==> config.mk <==
export PLATFORM = sky130hd
export DESIGN_NAME = matmul_reuse_greedy_scheduler_top
export DESIGN_NICKNAME = d
export VERILOG_FILES = /design/src/rtl/core/mrgs_pkg.sv /design/src/rtl/core/mrgs_ctrl.sv /design/src/rtl/core/mrgs_dpath.sv /design/src/rtl/core/matmul_reuse_greedy_scheduler_top.sv
export VERILOG_INCLUDE_DIRS = /design/src /design/src/rtl/core
export SDC_FILE = /design/constraint.sdc
export NUM_CORES = 2
export LEC_CHECK = 0
export BUFFER_PORTS_ARGS = -buffer_cell sky130_fd_sc_hd__buf_4
export CAP_MARGIN = 5
export CORE_ASPECT_RATIO = 1.5
export CORE_MARGIN = 3
export CORE_UTILIZATION = 50
export CTS_CLUSTER_SIZE = 12
export DETAILED_ROUTE_END_ITERATION = 8
export GPL_ROUTABILITY_DRIVEN = 0
export PLACE_DENSITY = 0.63
export RECOVER_POWER = 100
export SYNTH_ARGS = -nofsm -noshare
export SYNTH_HDL_FRONTEND = slang
export SYNTH_SLANG_ARGS = --single-unit
==> constraint.sdc <==
create_clock -name clk_i -period 9.8 [get_ports clk_i]
set_clock_uncertainty 0.2 [all_clocks]
set_input_delay 1.96 -clock clk_i [delete_from_list [all_inputs] [get_ports clk_i]]
set_output_delay 1.96 -clock clk_i [all_outputs]
set_load 0.1 [all_outputs]
==> src/rtl/core/matmul_reuse_greedy_scheduler_top_assert.svh <==
// ----------------------------------------------------------------------------
// matmul reuse scheduler assertion macros
// concurrent check helpers, compiled out when NO_ASSERTIONS is defined
// ----------------------------------------------------------------------------
`ifndef MATMUL_REUSE_GREEDY_SCHEDULER_TOP_ASSERT_SVH
`define MATMUL_REUSE_GREEDY_SCHEDULER_TOP_ASSERT_SVH

`ifndef NO_ASSERTIONS
// same-cycle implication
`define MRGS_ASSERT_IMP(lbl, clk, rst_n, ante, cons, msg) \
  lbl: assert property (@(posedge clk) disable iff (!rst_n) (ante) |-> (cons)) \
    else $error(msg);
// next-cycle implication
`define MRGS_ASSERT_NXT(lbl, clk, rst_n, ante, cons, msg) \
  lbl: assert property (@(posedge clk) disable iff (!rst_n) (ante) |=> (cons)) \
    else $error(msg);
`else
`define MRGS_ASSERT_IMP(lbl, clk, rst_n, ante, cons, msg)
`define MRGS_ASSERT_NXT(lbl, clk, rst_n, ante, cons, msg)
`endif

`endif

==> src/rtl/core/mrgs_pkg.sv <==
// ----------------------------------------------------------------------------
// mrgs_pkg
// shared constants, controller states and command word of the reuse scheduler
// ----------------------------------------------------------------------------
`default_nettype none

package mrgs_pkg;

  localparam int unsigned MAX_OPS_DEF  = 16;
  localparam int unsigned TAG_BITS_DEF = 16;
  localparam int unsigned POS_W        = 4;
  localparam int unsigned SCORE_W      = 3;

  typedef enum logic [3:0] {
    ST_IDLE,
    ST_LSCAN,
    ST_LDRAIN,
    ST_SINIT,
    ST_SLOAD0,
    ST_SSCAN,
    ST_SDRAIN,
    ST_STEP,
    ST_FIN
  } state_e;

  typedef struct packed {
    logic load;
    logic rd_en;
    logic lcmp;
    logic scmp;
    logic best_clr;
    logic init0;
    logic prev_ld0;
    logic step;
    logic fin;
  } cmd_t;

endpackage

`default_nettype wire

==> src/rtl/core/mrgs_ctrl.sv <==
// ----------------------------------------------------------------------------
// mrgs_ctrl
// sequencer for loading, dependency scan, slot selection and emission
// ----------------------------------------------------------------------------
`default_nettype none

module mrgs_ctrl #(
  parameter int unsigned MAX_OPS = mrgs_pkg::MAX_OPS_DEF
) (
  input  wire logic                          clk_i,
  input  wire logic                          rst_ni,
  input  wire logic                          start_i,
  input  wire logic                          last_in_i,
  output logic                               busy_o,
  output mrgs_pkg::cmd_t                     cmd_o,
  output logic [$clog2(MAX_OPS)-1:0]         wr_addr_o,
  output logic [$clog2(MAX_OPS)-1:0]         rd_addr_o
);

  localparam int unsigned IDX_W = $clog2(MAX_OPS);
  localparam int unsigned CNT_W = $clog2(MAX_OPS + 1);

  mrgs_pkg::state_e  state_q, state_d;
  logic [CNT_W-1:0]  cnt_q, cnt_d;
  logic [IDX_W-1:0]  k_q, k_d;
  logic [IDX_W-1:0]  slot_q, slot_d;
  logic              close_q, close_d;
  logic              close_now;

  always_ff @(posedge clk_i or negedge rst_ni) begin
    if (!rst_ni) begin
      state_q <= mrgs_pkg::ST_IDLE;
      cnt_q   <= '0;
      k_q     <= '0;
      slot_q  <= '0;
      close_q <= 1'b0;
    end else begin
      state_q <= state_d;
      cnt_q   <= cnt_d;
      k_q     <= k_d;
      slot_q  <= slot_d;
      close_q <= close_d;
    end
  end

  assign close_now = last_in_i || (cnt_q == CNT_W'(MAX_OPS - 1));
  assign wr_addr_o = cnt_q[IDX_W-1:0];

  always_comb begin
    state_d   = state_q;
    cnt_d     = cnt_q;
    k_d       = k_q;
    slot_d    = slot_q;
    close_d   = close_q;
    cmd_o     = '0;
    rd_addr_o = k_q;
    busy_o    = 1'b1;
    case (state_q)
      mrgs_pkg::ST_IDLE: begin
        busy_o = 1'b0;
        if (start_i) begin
          cmd_o.load = 1'b1;
          cnt_d      = cnt_q + CNT_W'(1);
          close_d    = close_now;
          k_d        = '0;
          if (cnt_q != '0) begin
            state_d = mrgs_pkg::ST_LSCAN;
          end else if (close_now) begin
            state_d = mrgs_pkg::ST_SINIT;
          end
        end
      end
      mrgs_pkg::ST_LSCAN: begin
        cmd_o.rd_en = 1'b1;
        cmd_o.lcmp  = 1'b1;
        k_d         = k_q + IDX_W'(1);
        if (CNT_W'(k_q) == cnt_q - CNT_W'(2)) begin
          state_d = mrgs_pkg::ST_LDRAIN;
        end
      end
      mrgs_pkg::ST_LDRAIN: begin
        state_d = close_q ? mrgs_pkg::ST_SINIT : mrgs_pkg::ST_IDLE;
      end
      mrgs_pkg::ST_SINIT: begin
        cmd_o.rd_en = 1'b1;
        cmd_o.init0 = 1'b1;
        rd_addr_o   = '0;
        slot_d      = IDX_W'(1);
        state_d     = mrgs_pkg::ST_SLOAD0;
      end
      mrgs_pkg::ST_SLOAD0: begin
        cmd_o.prev_ld0 = 1'b1;
        k_d            = '0;
        state_d        = (cnt_q == CNT_W'(1)) ? mrgs_pkg::ST_FIN : mrgs_pkg::ST_SSCAN;
      end
      mrgs_pkg::ST_SSCAN: begin
        cmd_o.rd_en    = 1'b1;
        cmd_o.scmp     = 1'b1;
        cmd_o.best_clr = (k_q == '0);
        k_d            = k_q + IDX_W'(1);
        if (CNT_W'(k_q) == cnt_q - CNT_W'(1)) begin
          k_d     = '0;
          state_d = mrgs_pkg::ST_SDRAIN;
        end
      end
      mrgs_pkg::ST_SDRAIN: begin
        state_d = mrgs_pkg::ST_STEP;
      end
      mrgs_pkg::ST_STEP: begin
        cmd_o.step = 1'b1;
        slot_d     = slot_q + IDX_W'(1);
        if (CNT_W'(slot_q) == cnt_q - CNT_W'(1)) begin
          state_d = mrgs_pkg::ST_FIN;
        end else begin
          state_d = mrgs_pkg::ST_SSCAN;
        end
      end
      mrgs_pkg::ST_FIN: begin
        cmd_o.fin = 1'b1;
        cnt_d     = '0;
        state_d   = mrgs_pkg::ST_IDLE;
      end
      default: begin
        state_d = mrgs_pkg::ST_IDLE;
      end
    endcase
  end

endmodule

`default_nettype wire

==> src/rtl/core/mrgs_dpath.sv <==
// ----------------------------------------------------------------------------
// mrgs_dpath
// op store, dependency matrix, candidate scoring and result word registers
// ----------------------------------------------------------------------------
`default_nettype none

module mrgs_dpath #(
  parameter int unsigned MAX_OPS  = mrgs_pkg::MAX_OPS_DEF,
  parameter int unsigned TAG_BITS = mrgs_pkg::TAG_BITS_DEF
) (
  input  wire logic                          clk_i,
  input  wire logic                          rst_ni,
  input  wire mrgs_pkg::cmd_t                cmd_i,
  input  wire logic [$clog2(MAX_OPS)-1:0]    wr_addr_i,
  input  wire logic [$clog2(MAX_OPS)-1:0]    rd_addr_i,
  input  wire logic [TAG_BITS-1:0]           a_tag_i,
  input  wire logic [TAG_BITS-1:0]           b_tag_i,
  input  wire logic [TAG_BITS-1:0]           c_tag_i,
  input  wire logic [TAG_BITS-1:0]           result_tag_i,
  input  wire logic                          supports_reuse_i,
  output logic                               out_valid_o,
  output logic [mrgs_pkg::POS_W-1:0]         op_position_o,
  output logic                               reuse_a_o,
  output logic                               reuse_b_o,
  output logic                               last_out_o
);

  localparam int unsigned IDX_W = $clog2(MAX_OPS);
  localparam int unsigned ENT_W = 4 * TAG_BITS + 1;
  localparam int unsigned SW    = mrgs_pkg::SCORE_W;

  // op store: {reuse, result, c, b, a}
  logic [ENT_W-1:0]    mem_q [MAX_OPS];
  logic [ENT_W-1:0]    rdata_q;
  logic [TAG_BITS-1:0] ent_a, ent_b, ent_c, ent_r;
  logic                ent_cap;

  logic [MAX_OPS-1:0]  dep_q [MAX_OPS];
  logic [MAX_OPS-1:0]  pend_q;
  logic [MAX_OPS-1:0]  rdy_vec;

  logic [IDX_W-1:0]    cidx_q, nidx_q;
  logic                lcmp_vld_q, scmp_vld_q;
  logic [TAG_BITS-1:0] new_a_q, new_b_q, new_c_q, new_r_q;

  logic [TAG_BITS-1:0] prev_a_q, prev_b_q, prev_r_q;
  logic                prev_cap_q;
  logic [IDX_W-1:0]    prev_pos_q;

  logic                best_vld_q;
  logic [SW-1:0]       best_score_q;
  logic [TAG_BITS-1:0] best_a_q, best_b_q, best_r_q;
  logic                best_cap_q;
  logic [IDX_W-1:0]    best_pos_q;

  logic                fb_vld_q;
  logic [TAG_BITS-1:0] fb_a_q, fb_b_q, fb_r_q;
  logic                fb_cap_q;
  logic [IDX_W-1:0]    fb_pos_q;

  logic [TAG_BITS-1:0] sel_a, sel_b, sel_r;
  logic                sel_cap;
  logic [IDX_W-1:0]    sel_pos;

  logic                hit_fwd, hit_bwd;
  logic                same_a, same_b, same_c;
  logic [SW-1:0]       score;
  logic                elig, take_best;

  logic                out_vld_q;
  logic [mrgs_pkg::POS_W-1:0] out_pos_q;
  logic                out_ra_q, out_rb_q, out_last_q;

  assign ent_a   = rdata_q[TAG_BITS-1:0];
  assign ent_b   = rdata_q[2*TAG_BITS-1:TAG_BITS];
  assign ent_c   = rdata_q[3*TAG_BITS-1:2*TAG_BITS];
  assign ent_r   = rdata_q[4*TAG_BITS-1:3*TAG_BITS];
  assign ent_cap = rdata_q[ENT_W-1];

  always_ff @(posedge clk_i) begin
    if (cmd_i.load) begin
      mem_q[wr_addr_i] <= {supports_reuse_i, result_tag_i, c_tag_i, b_tag_i, a_tag_i};
    end
    if (cmd_i.rd_en) begin
      rdata_q <= mem_q[rd_addr_i];
    end
  end

  // dependency hits between the op being loaded and a stored op
  assign hit_fwd = (ent_r == new_a_q) || (ent_r == new_b_q) || (ent_r == new_c_q);
  assign hit_bwd = (new_r_q == ent_a) || (new_r_q == ent_b) || (new_r_q == ent_c);

  always_ff @(posedge clk_i) begin
    if (cmd_i.load) begin
      dep_q[wr_addr_i] <= '0;
      nidx_q           <= wr_addr_i;
      new_a_q          <= a_tag_i;
      new_b_q          <= b_tag_i;
      new_c_q          <= c_tag_i;
      new_r_q          <= result_tag_i;
    end
    if (lcmp_vld_q) begin
      dep_q[nidx_q][cidx_q] <= hit_fwd;
      dep_q[cidx_q][nidx_q] <= hit_bwd;
    end
    if (cmd_i.rd_en) begin
      cidx_q <= rd_addr_i;
    end
  end

  always_comb begin
    for (int j = 0; j < MAX_OPS; j++) begin
      rdy_vec[j] = ~|(dep_q[j] & pend_q);
    end
  end

  // candidate scoring against the previous op
  assign same_a    = (ent_a == prev_a_q);
  assign same_b    = (ent_b == prev_b_q);
  assign same_c    = (ent_c == prev_r_q);
  assign score     = {same_a & same_b, same_a ^ same_b, same_c};
  assign elig      = scmp_vld_q && pend_q[cidx_q];
  assign take_best = elig && rdy_vec[cidx_q] && (!best_vld_q || (score > best_score_q));

  always_comb begin
    if (best_vld_q) begin
      sel_a   = best_a_q;
      sel_b   = best_b_q;
      sel_r   = best_r_q;
      sel_cap = best_cap_q;
      sel_pos = best_pos_q;
    end else begin
      sel_a   = fb_a_q;
      sel_b   = fb_b_q;
      sel_r   = fb_r_q;
      sel_cap = fb_cap_q;
      sel_pos = fb_pos_q;
    end
  end

  always_ff @(posedge clk_i or negedge rst_ni) begin
    if (!rst_ni) begin
      lcmp_vld_q <= 1'b0;
      scmp_vld_q <= 1'b0;
      pend_q     <= '0;
      best_vld_q <= 1'b0;
      fb_vld_q   <= 1'b0;
      out_vld_q  <= 1'b0;
    end else begin
      lcmp_vld_q <= cmd_i.rd_en && cmd_i.lcmp;
      scmp_vld_q <= cmd_i.rd_en && cmd_i.scmp;
      out_vld_q  <= cmd_i.step || cmd_i.fin;
      if (cmd_i.load) begin
        pend_q[wr_addr_i] <= 1'b1;
      end
      if (cmd_i.init0) begin
        pend_q[0] <= 1'b0;
      end
      if (cmd_i.step) begin
        pend_q[sel_pos] <= 1'b0;
      end
      if (cmd_i.best_clr) begin
        best_vld_q <= 1'b0;
        fb_vld_q   <= 1'b0;
      end else begin
        if (take_best) begin
          best_vld_q <= 1'b1;
        end
        if (elig) begin
          fb_vld_q <= 1'b1;
        end
      end
    end
  end

  always_ff @(posedge clk_i) begin
    if (take_best) begin
      best_score_q <= score;
      best_a_q     <= ent_a;
      best_b_q     <= ent_b;
      best_r_q     <= ent_r;
      best_cap_q   <= ent_cap;
      best_pos_q   <= cidx_q;
    end
    if (elig && !fb_vld_q) begin
      fb_a_q   <= ent_a;
      fb_b_q   <= ent_b;
      fb_r_q   <= ent_r;
      fb_cap_q <= ent_cap;
      fb_pos_q <= cidx_q;
    end
    if (cmd_i.prev_ld0) begin
      prev_a_q   <= ent_a;
      prev_b_q   <= ent_b;
      prev_r_q   <= ent_r;
      prev_cap_q <= ent_cap;
      prev_pos_q <= '0;
    end else if (cmd_i.step) begin
      prev_a_q   <= sel_a;
      prev_b_q   <= sel_b;
      prev_r_q   <= sel_r;
      prev_cap_q <= sel_cap;
      prev_pos_q <= sel_pos;
    end
    if (cmd_i.step) begin
      out_pos_q  <= mrgs_pkg::POS_W'(prev_pos_q);
      out_ra_q   <= prev_cap_q && (sel_a == prev_a_q);
      out_rb_q   <= prev_cap_q && (sel_b == prev_b_q);
      out_last_q <= 1'b0;
    end else if (cmd_i.fin) begin
      out_pos_q  <= mrgs_pkg::POS_W'(prev_pos_q);
      out_ra_q   <= 1'b0;
      out_rb_q   <= 1'b0;
      out_last_q <= 1'b1;
    end
  end

  assign out_valid_o   = out_vld_q;
  assign op_position_o = out_pos_q;
  assign reuse_a_o     = out_ra_q;
  assign reuse_b_o     = out_rb_q;
  assign last_out_o    = out_last_q;

endmodule

`default_nettype wire

==> src/rtl/core/matmul_reuse_greedy_scheduler_top.sv <==
// ----------------------------------------------------------------------------
// matmul_reuse_greedy_scheduler_top
// loads a run of matrix-multiply ops and re-emits them in a reuse-friendly order
// ----------------------------------------------------------------------------
// An op is taken when start is high and busy is low. Loading op n (counted from
// zero) keeps busy high after the accepting edge while the n stored ops before
// it are read back one per cycle through the single read port of the op store
// to build the dependency matrix; op 0 of a run needs no scan and leaves busy
// low unless it closes the run. The op that closes the run (last_in set, or the
// store full) then starts the ordering: SINIT and SLOAD0 fetch the first op,
// then for each of the remaining N-1 slots SSCAN reads all N stored ops, one
// per cycle, and SDRAIN and STEP settle and commit the choice; FIN ends the run.
// One result word is shown for one cycle with out_valid_o as each slot is
// committed and the last one after FIN; the receiver cannot stall and must
// take every word as it appears.
`default_nettype none

`include "matmul_reuse_greedy_scheduler_top_assert.svh"

module matmul_reuse_greedy_scheduler_top #(
  parameter int unsigned MAX_OPS  = mrgs_pkg::MAX_OPS_DEF,
  parameter int unsigned TAG_BITS = mrgs_pkg::TAG_BITS_DEF
) (
  input  wire logic                          clk_i,
  input  wire logic                          rst_ni,
  input  wire logic                          start,
  output logic                               busy,
  input  wire logic [TAG_BITS-1:0]           a_tag_i,
  input  wire logic [TAG_BITS-1:0]           b_tag_i,
  input  wire logic [TAG_BITS-1:0]           c_tag_i,
  input  wire logic [TAG_BITS-1:0]           result_tag_i,
  input  wire logic                          supports_reuse_i,
  input  wire logic                          last_in_i,
  output logic                               out_valid_o,
  output logic [mrgs_pkg::POS_W-1:0]         op_position_o,
  output logic                               reuse_a_o,
  output logic                               reuse_b_o,
  output logic                               last_out_o
);

  localparam int unsigned IDX_W = $clog2(MAX_OPS);

  mrgs_pkg::cmd_t   cmd;
  logic [IDX_W-1:0] wr_addr;
  logic [IDX_W-1:0] rd_addr;

  mrgs_ctrl #(
    .MAX_OPS (MAX_OPS)
  ) u_ctrl (
    .clk_i     (clk_i),
    .rst_ni    (rst_ni),
    .start_i   (start),
    .last_in_i (last_in_i),
    .busy_o    (busy),
    .cmd_o     (cmd),
    .wr_addr_o (wr_addr),
    .rd_addr_o (rd_addr)
  );

  mrgs_dpath #(
    .MAX_OPS  (MAX_OPS),
    .TAG_BITS (TAG_BITS)
  ) u_dpath (
    .clk_i            (clk_i),
    .rst_ni           (rst_ni),
    .cmd_i            (cmd),
    .wr_addr_i        (wr_addr),
    .rd_addr_i        (rd_addr),
    .a_tag_i          (a_tag_i),
    .b_tag_i          (b_tag_i),
    .c_tag_i          (c_tag_i),
    .result_tag_i     (result_tag_i),
    .supports_reuse_i (supports_reuse_i),
    .out_valid_o      (out_valid_o),
    .op_position_o    (op_position_o),
    .reuse_a_o        (reuse_a_o),
    .reuse_b_o        (reuse_b_o),
    .last_out_o       (last_out_o)
  );

  // closing word of a run is alone and carries no reuse; a closing load raises busy, and words come only after busy
  `MRGS_ASSERT_NXT(a_last_gap, clk_i, rst_ni, out_valid_o && last_out_o, !out_valid_o, "word after last")
  `MRGS_ASSERT_IMP(a_last_flags, clk_i, rst_ni, out_valid_o && last_out_o, !reuse_a_o && !reuse_b_o, "reuse on last")
  `MRGS_ASSERT_NXT(a_close_busy, clk_i, rst_ni, start && !busy && last_in_i, busy, "no busy on close")
  `MRGS_ASSERT_IMP(a_word_src, clk_i, rst_ni, out_valid_o, $past(busy), "word while idle")

endmodule

`default_nettype wire
Word level (Yosys, flattened, before mapping) --
Memories as Yosys holds them, arrays and structs flattened. A register that Yosys moved wholly into a read port is not among the register bits. Index checks and enable logic that the tools add are counted.
Word-level totals: input bits 69, memories kept 2, output and inout port bits 9, logic and storage cells 238, memory bits (read-only) 0, memory bits (writable) 1296, register bits 280, bits in latches 0
Cells by class: bitwise logic cells 21, order comparisons 9, $add $sub $neg 5, equal/unequal tests 28, divide/modulo/power cells 0, reductions and logical operators 68, muxes and demuxes 68, shift-type cells 0, multiply operators 0
Memories:
- u_dpath.mem_q | words 16, bits a word 65, rd ports 1, clocked after memory_dff 1, write ports 1, RTL line mrgs_dpath.sv:33 | logic [ENT_W-1:0] mem_q [MAX_OPS];
- u_dpath.dep_q | words 16, bits a word 16, rd ports 16, clocked after memory_dff 0, write ports 3, RTL line mrgs_dpath.sv:38 | logic [MAX_OPS-1:0] dep_q [MAX_OPS];
Operator list (count):
- bitwise AND 16 bit | 17
- OR reduction 16 bit | 16
- two-way mux 16 bit | 13
- equality test 16 bit | 11
- two-way mux 4 bit | 13
- case mux 4 bit (8 select lines) | 1
- two-way mux 1 bit | 29
- less-than comparator 4 x 5 -> 1 bit, second input constant | 4
- zero test 1 bit | 18
- demux 1 bit (select 4 bit) | 4
- equality test 4 x 3 -> 1 bit, second input constant | 4
- greater-or-equal comparator 4 x 1 -> 1 bit, second input constant | 4
- inverter 16 bit | 1
- bitwise OR 16 bit | 1
- case mux 4 bit (4 select lines) | 1
- equality test 4 x 5 -> 1 bit | 3
- logical AND 1 bit | 12
- nonzero test 2 bit | 6
- case mux 5 bit (2 select lines) | 1
- adder 4 x 1 -> 4 bit, second input constant | 2
- binary-select mux 1 bit (select 4 bit) | 2
- equality test 4 x 2 -> 1 bit, second input constant | 2
- zero test 4 bit | 2
- case mux 4 bit (2 select lines) | 1
- 21 further kinds | 31

Logic depth before layout (Yosys ltp) --
An unclocked memory read counts as a cell.
word-level depth 10, depth in mapped cells 11, gate-level depth less buffers 9

Cells and area by module --
Synthesis repeated with hierarchy kept, for this count alone.
Unflattened totals: cells, all modules 3960, area, all modules 68150.4 µm²
By module, submodules not included:
- mrgs_dpath | times used 1, area each 66684.0 µm², cells an instance 3784, seq. area each 48581.6 µm²
- mrgs_ctrl | times used 1, area each 1466.4 µm², cells an instance 176, seq. area each 450.4 µm²

Worst setup path after synthesis --
No wires, ideal clock.
path kind register to register, start register u_ctrl.state_q[1], end register u_dpath.cidx_q[0] (enable), path slack 3.276 ns, cell stages (with the launch flop) 3, buffers on the path 1, library setup time 0.599 ns, required time 9.001 ns, period minus slack after synthesis 6.524 ns, arrival time 5.725 ns, cell sequence dfrtp_1 -> buf_4 -> a211oi_1
Between the ends: cells in the longest elaborated chain, start to end 3, elaborated cells between the ends (all ways) 5, those cells by class eq/ne (3); mux (1); reduce/logical (1)
Ends and longest elaborated chain:
- from (decl) | RTL line mrgs_ctrl.sv:23 | mrgs_pkg::state_e state_q, state_d;
- from (signal assigned) | RTL line mrgs_ctrl.sv:32 | state_q <= mrgs_pkg::ST_IDLE;
- from (signal assigned) | RTL line mrgs_ctrl.sv:38 | state_q <= state_d;
- equality test 4 x 2 -> 1 bit (tied with other cells) | RTL line mrgs_ctrl.sv:58 | case (state_q)
- OR reduction 3 bit (no line) *
- two-way mux 1 bit * | RTL line mrgs_ctrl.sv:58
- to (signal assigned) | RTL line mrgs_dpath.sv:107 | cidx_q <= rd_addr_i;
- to (decl) | RTL line mrgs_dpath.sv:42 | logic [IDX_W-1:0] cidx_q, nidx_q;
Mark *: on every way between the ends. The rest lies on a longest branch, timed or not. A chain may end at the register's enable or synchronous reset.

Worst setup path after layout --
start input start, end memory u_dpath.mem_q[9][47] in the netlist's numbering (enable)
Between the ends: cells in the longest elaborated chain, start to end 4
Ends and longest elaborated chain:
- from (decl) | RTL line matmul_reuse_greedy_scheduler_top.sv:26 | input wire logic start,
- two-way mux 1 bit | RTL line mrgs_ctrl.sv:61 | if (start_i) begin
- two-way mux 1 bit | RTL line mrgs_ctrl.sv:58
- two-way mux 1 bit | RTL line mrgs_dpath.sv:81 | if (cmd_i.load) begin
- two-way mux 1 bit (not written as such) | RTL line mrgs_dpath.sv:82 | mem_q[wr_addr_i] <= {supports_reuse_i, result_tag_i, c_tag_i, b_tag_i, a_tag_i};
- to (decl) | RTL line mrgs_dpath.sv:33
No other way between the ends.

==> flow_metrics.py <==
metrics = {
    "run_status": {
        "status": "finished with violations",
        "violations": "capacitance limit, slew limit",
    },
    "synthesis": {
        "seq_area_frac_synth_pct": 70.8,
        "synth.area.top_cells": "edfxtp_1, mux2i_1, nand2_1",
        "synth_warnings": 0,
        "syn-num-nets": 4910,
        "async_flop_share_pct": 2.38,
        "avgSynthCellArea_um2": 14.3,
        "yosys.area.top_type_share_pct": 69.3,
        "synth-main-ff-cell": "edfxtp_1",
        "syn_inst": 4825,
        "synth.distinct_cells": 77,
        "synthesis.area_um2": 69200,
        "synth_area_leader_cell": "edfxtp_1",
        "synth_seq_cells": 1641,
        "synth_edf_count": 1597,
    },
    "critical_path": {
        "r2r_cells": 7,
        "r2r-end": "u_dpath.rdata_q[53]$_DFFE_PN_",
        "arrival_ns": 7.88,
        "criticalPathCategory": "in2reg",
        "worstReg2RegStart": "u_ctrl.state_q[3]$_DFFE_PN0P_",
        "cp_max_fo": 48,
        "required_ns": 9.97,
        "end_kind": "flop",
        "worst_setup_path_start_kind": "input pin",
        "r2r_setup_slack_ns": 2.38,
    },
    "power": {
        "intPower_mw": 13.3,
        "total_power_mw": 19.8,
        "total_leakage_power_nw": 24.2,
        "ir_worst_vdd_mv": 0.216,
        "sw_frac_of_total_pct": 32.9,
        "power_switching_mw": 6.49,
        "p_comb_share_pct": 24.0,
        "pwr-share-clk_pct": 28.8,
        "p_seq_share_pct": 47.1,
        "p_per_area_nw_per_um2": 263,
    },
    "clock_tree": {
        "clkLatencyLatePin_ns": 0.80,
        "cts_buffer_depth": 3,
        "hold_buffers": 0,
        "cts_sinks": 1641,
        "cts_resized": 0,
        "cts.htree.levels": 4,
        "cts_tree": "yes",
        "root_buffer": "clkbuf_16",
        "path_clk_slew_ns": 0.06,
        "cts_setup_buffers": 0,
        "numCtsBuffers": 161,
    },
    "grt": {
        "grt_pass1_vias": 42552,
        "gr-total-overflow": 0,
        "grt_pass1_wl_um": 285000,
        "grt_max_degree": 240,
        "grt_use_total_pct": 27.2,
        "antenna_found_initial": 6,
    },
    "sta": {
        "fin_crit_ns": 7.70,
        "tns_ns": 0,
        "hold_violations": 0,
        "fmaxAchievable_mhz": 130,
        "rsz0062_at_grt": "no",
        "slew_viol_final": 1404,
        "worst_slack_ns": 2.10,
        "slew_headroom_pct": -190,
        "post-route-period-util_pct": 78.6,
        "worstMarginPinSlew_ns": 4.34,
        "setup_viol": 0,
    },
    "routing": {
        "ant_nets": 0,
        "routed_wirelength_um": 196000,
        "detail_route.wl_per_cell_um": 29.6,
        "drtIter0Drc": 5017,
        "vias": 43487,
        "viasPerCell": 6.58,
        "dr.pass1.iters": 6,
        "drc": 0,
    },
    "final_layout": {
        "multiInputGateArea_um2": 18200,
        "drive_gt1_share_pct": 6.69,
        "stdcell_area_um2": 75200,
        "final.fill_count": 10843,
        "layout.nets": 4861,
        "top_register": "u_dpath.mem_q",
        "final_cell_mix": "edfxtp_1, nand2_1, o22ai_1",
        "syn2layout_area_growth_pct": 8.68,
        "largest_reg_flops": 1040,
        "finish.utilization_pct": 55.0,
        "top_regs": "u_dpath.mem_q x1040, u_dpath.dep_q x256, u_dpath.rdata_q x65",
        "regArea_um2": 49000,
        "layout.cells.most_common": "edfxtp_1",
    },
    "flow_run": {
        "maxCapViolations": 32,
    },
    "min_path": {
        "worstHoldStart": "u_dpath.prev_pos_q[0]$_SDFFE_PP0P_",
        "worst_hold_path_type": "reg2reg",
        "hold_depth": 0,
        "min_to": "u_dpath.op_position_o[0]$_DFFE_PP_",
    },
    "place": {
        "numPortBuffers": 77,
        "dpl_cell_area_um2": 71100,
        "dpl.hpwl_um": 115000,
        "pre_cts_ws_ns": 3.12,
    },
    "die": {
        "ios": 78,
        "initial_utilization_pct": 50.6,
        "die_area_um2": 143000,
        "core_area_um2": 137000,
        "die_x_um": 310,
        "core.rowCount": 166,
        "die_y_um": 462,
    },
}
[cell type report]
cell class	count	area share (%)
repair buffers	170	1.31
well taps	1764	2.93
clock inverters	27	0.353
flip-flops and latches	1641	65.2
multi-input cells	2765	24.2
inverters	37	0.259
diodes	2	0.00665
clock buffers	205	5.79
[cell families (layout without fill, tap and decap cells)]
group	after synthesis	in the layout	share of synthesized area [%]
other cells	0	2	0
fa+ha+maj	16	16	0.289
buf+inv	419	439	2.99
xor+xnor	194	194	2.45
simple gates	1033	1033	6.98
mux	255	255	3.81
flops	1641	1641	70.8
compound gates	1267	1267	12.6
[through the flow]
step	hold WS, ns	cells
floorplan	0.208	4825
global placement	0.221	6376
global route	0.259	6611
detailed placement	0.223	6376
finish	0.244	6611
CTS	0.238	6608
[worst max-delay path by stage]
stage	cells after the start	start	slack, ns	end
finish	7	start	2.10	u_dpath.mem_q[9][47]$_DFFE_PP_
detailed placement	7	start	3.12	u_dpath.mem_q[2][52]$_DFFE_PP_
global placement	7	start	3.17	u_dpath.mem_q[2][59]$_DFFE_PP_
global route	7	start	1.86	u_dpath.mem_q[9][47]$_DFFE_PP_
floorplan	2	u_ctrl.state_q[1]$_DFFE_PN0P_	3.28	u_dpath.cidx_q[0]$_DFFE_PN_
CTS	7	start	3.97	u_dpath.mem_q[2][39]$_DFFE_PP_
[Yosys cell counts (58+ instances only)]
master and instances:
edfxtp_1 1597, a21oi_1 132, nand4_1 58, o21ai_0 136
o22ai_1 303, a211oi_1 197, o211ai_1 67, nand2_1 535
nor2_1 122, and2_1 125, o221ai_1 195, clkbuf_1 171
and3_1 68, o21ai_1 76, xnor2_1 149, mux2i_1 249
buf_2 136
[power by group through the flow]
stage	Clock [mW]	Sequential [mW]	Combinational, mW
finish	5.70	9.31	4.75
CTS	5.78	9.27	4.79
global placement	0	9.40	4.72
detailed placement	0	9.41	4.77
global route	6.02	9.34	5.09
floorplan	0	9.05	3.41
[worst max-delay path, cell delays in order]
cell        delay [ns]
clkbuf_1          0.31
nand2_1           0.17
clkinvlp_2        1.24
buf_4             0.66
nand3_1           1.21
inv_4             0.87
clkbuf_2          1.29
[per-layer routing]
layer | GRT usage [%] | up-vias | wire length, um
met2 | 45.7 | 2132 | 96400
met1 | 33.8 | 21824 | 72900
li1 | - | 18932 | -
met5 | 0 | - | 29
met4 | 15.4 | 4 | 12500
met3 | 4.03 | 595 | 14200
Power figures use the tool's default switching activity.
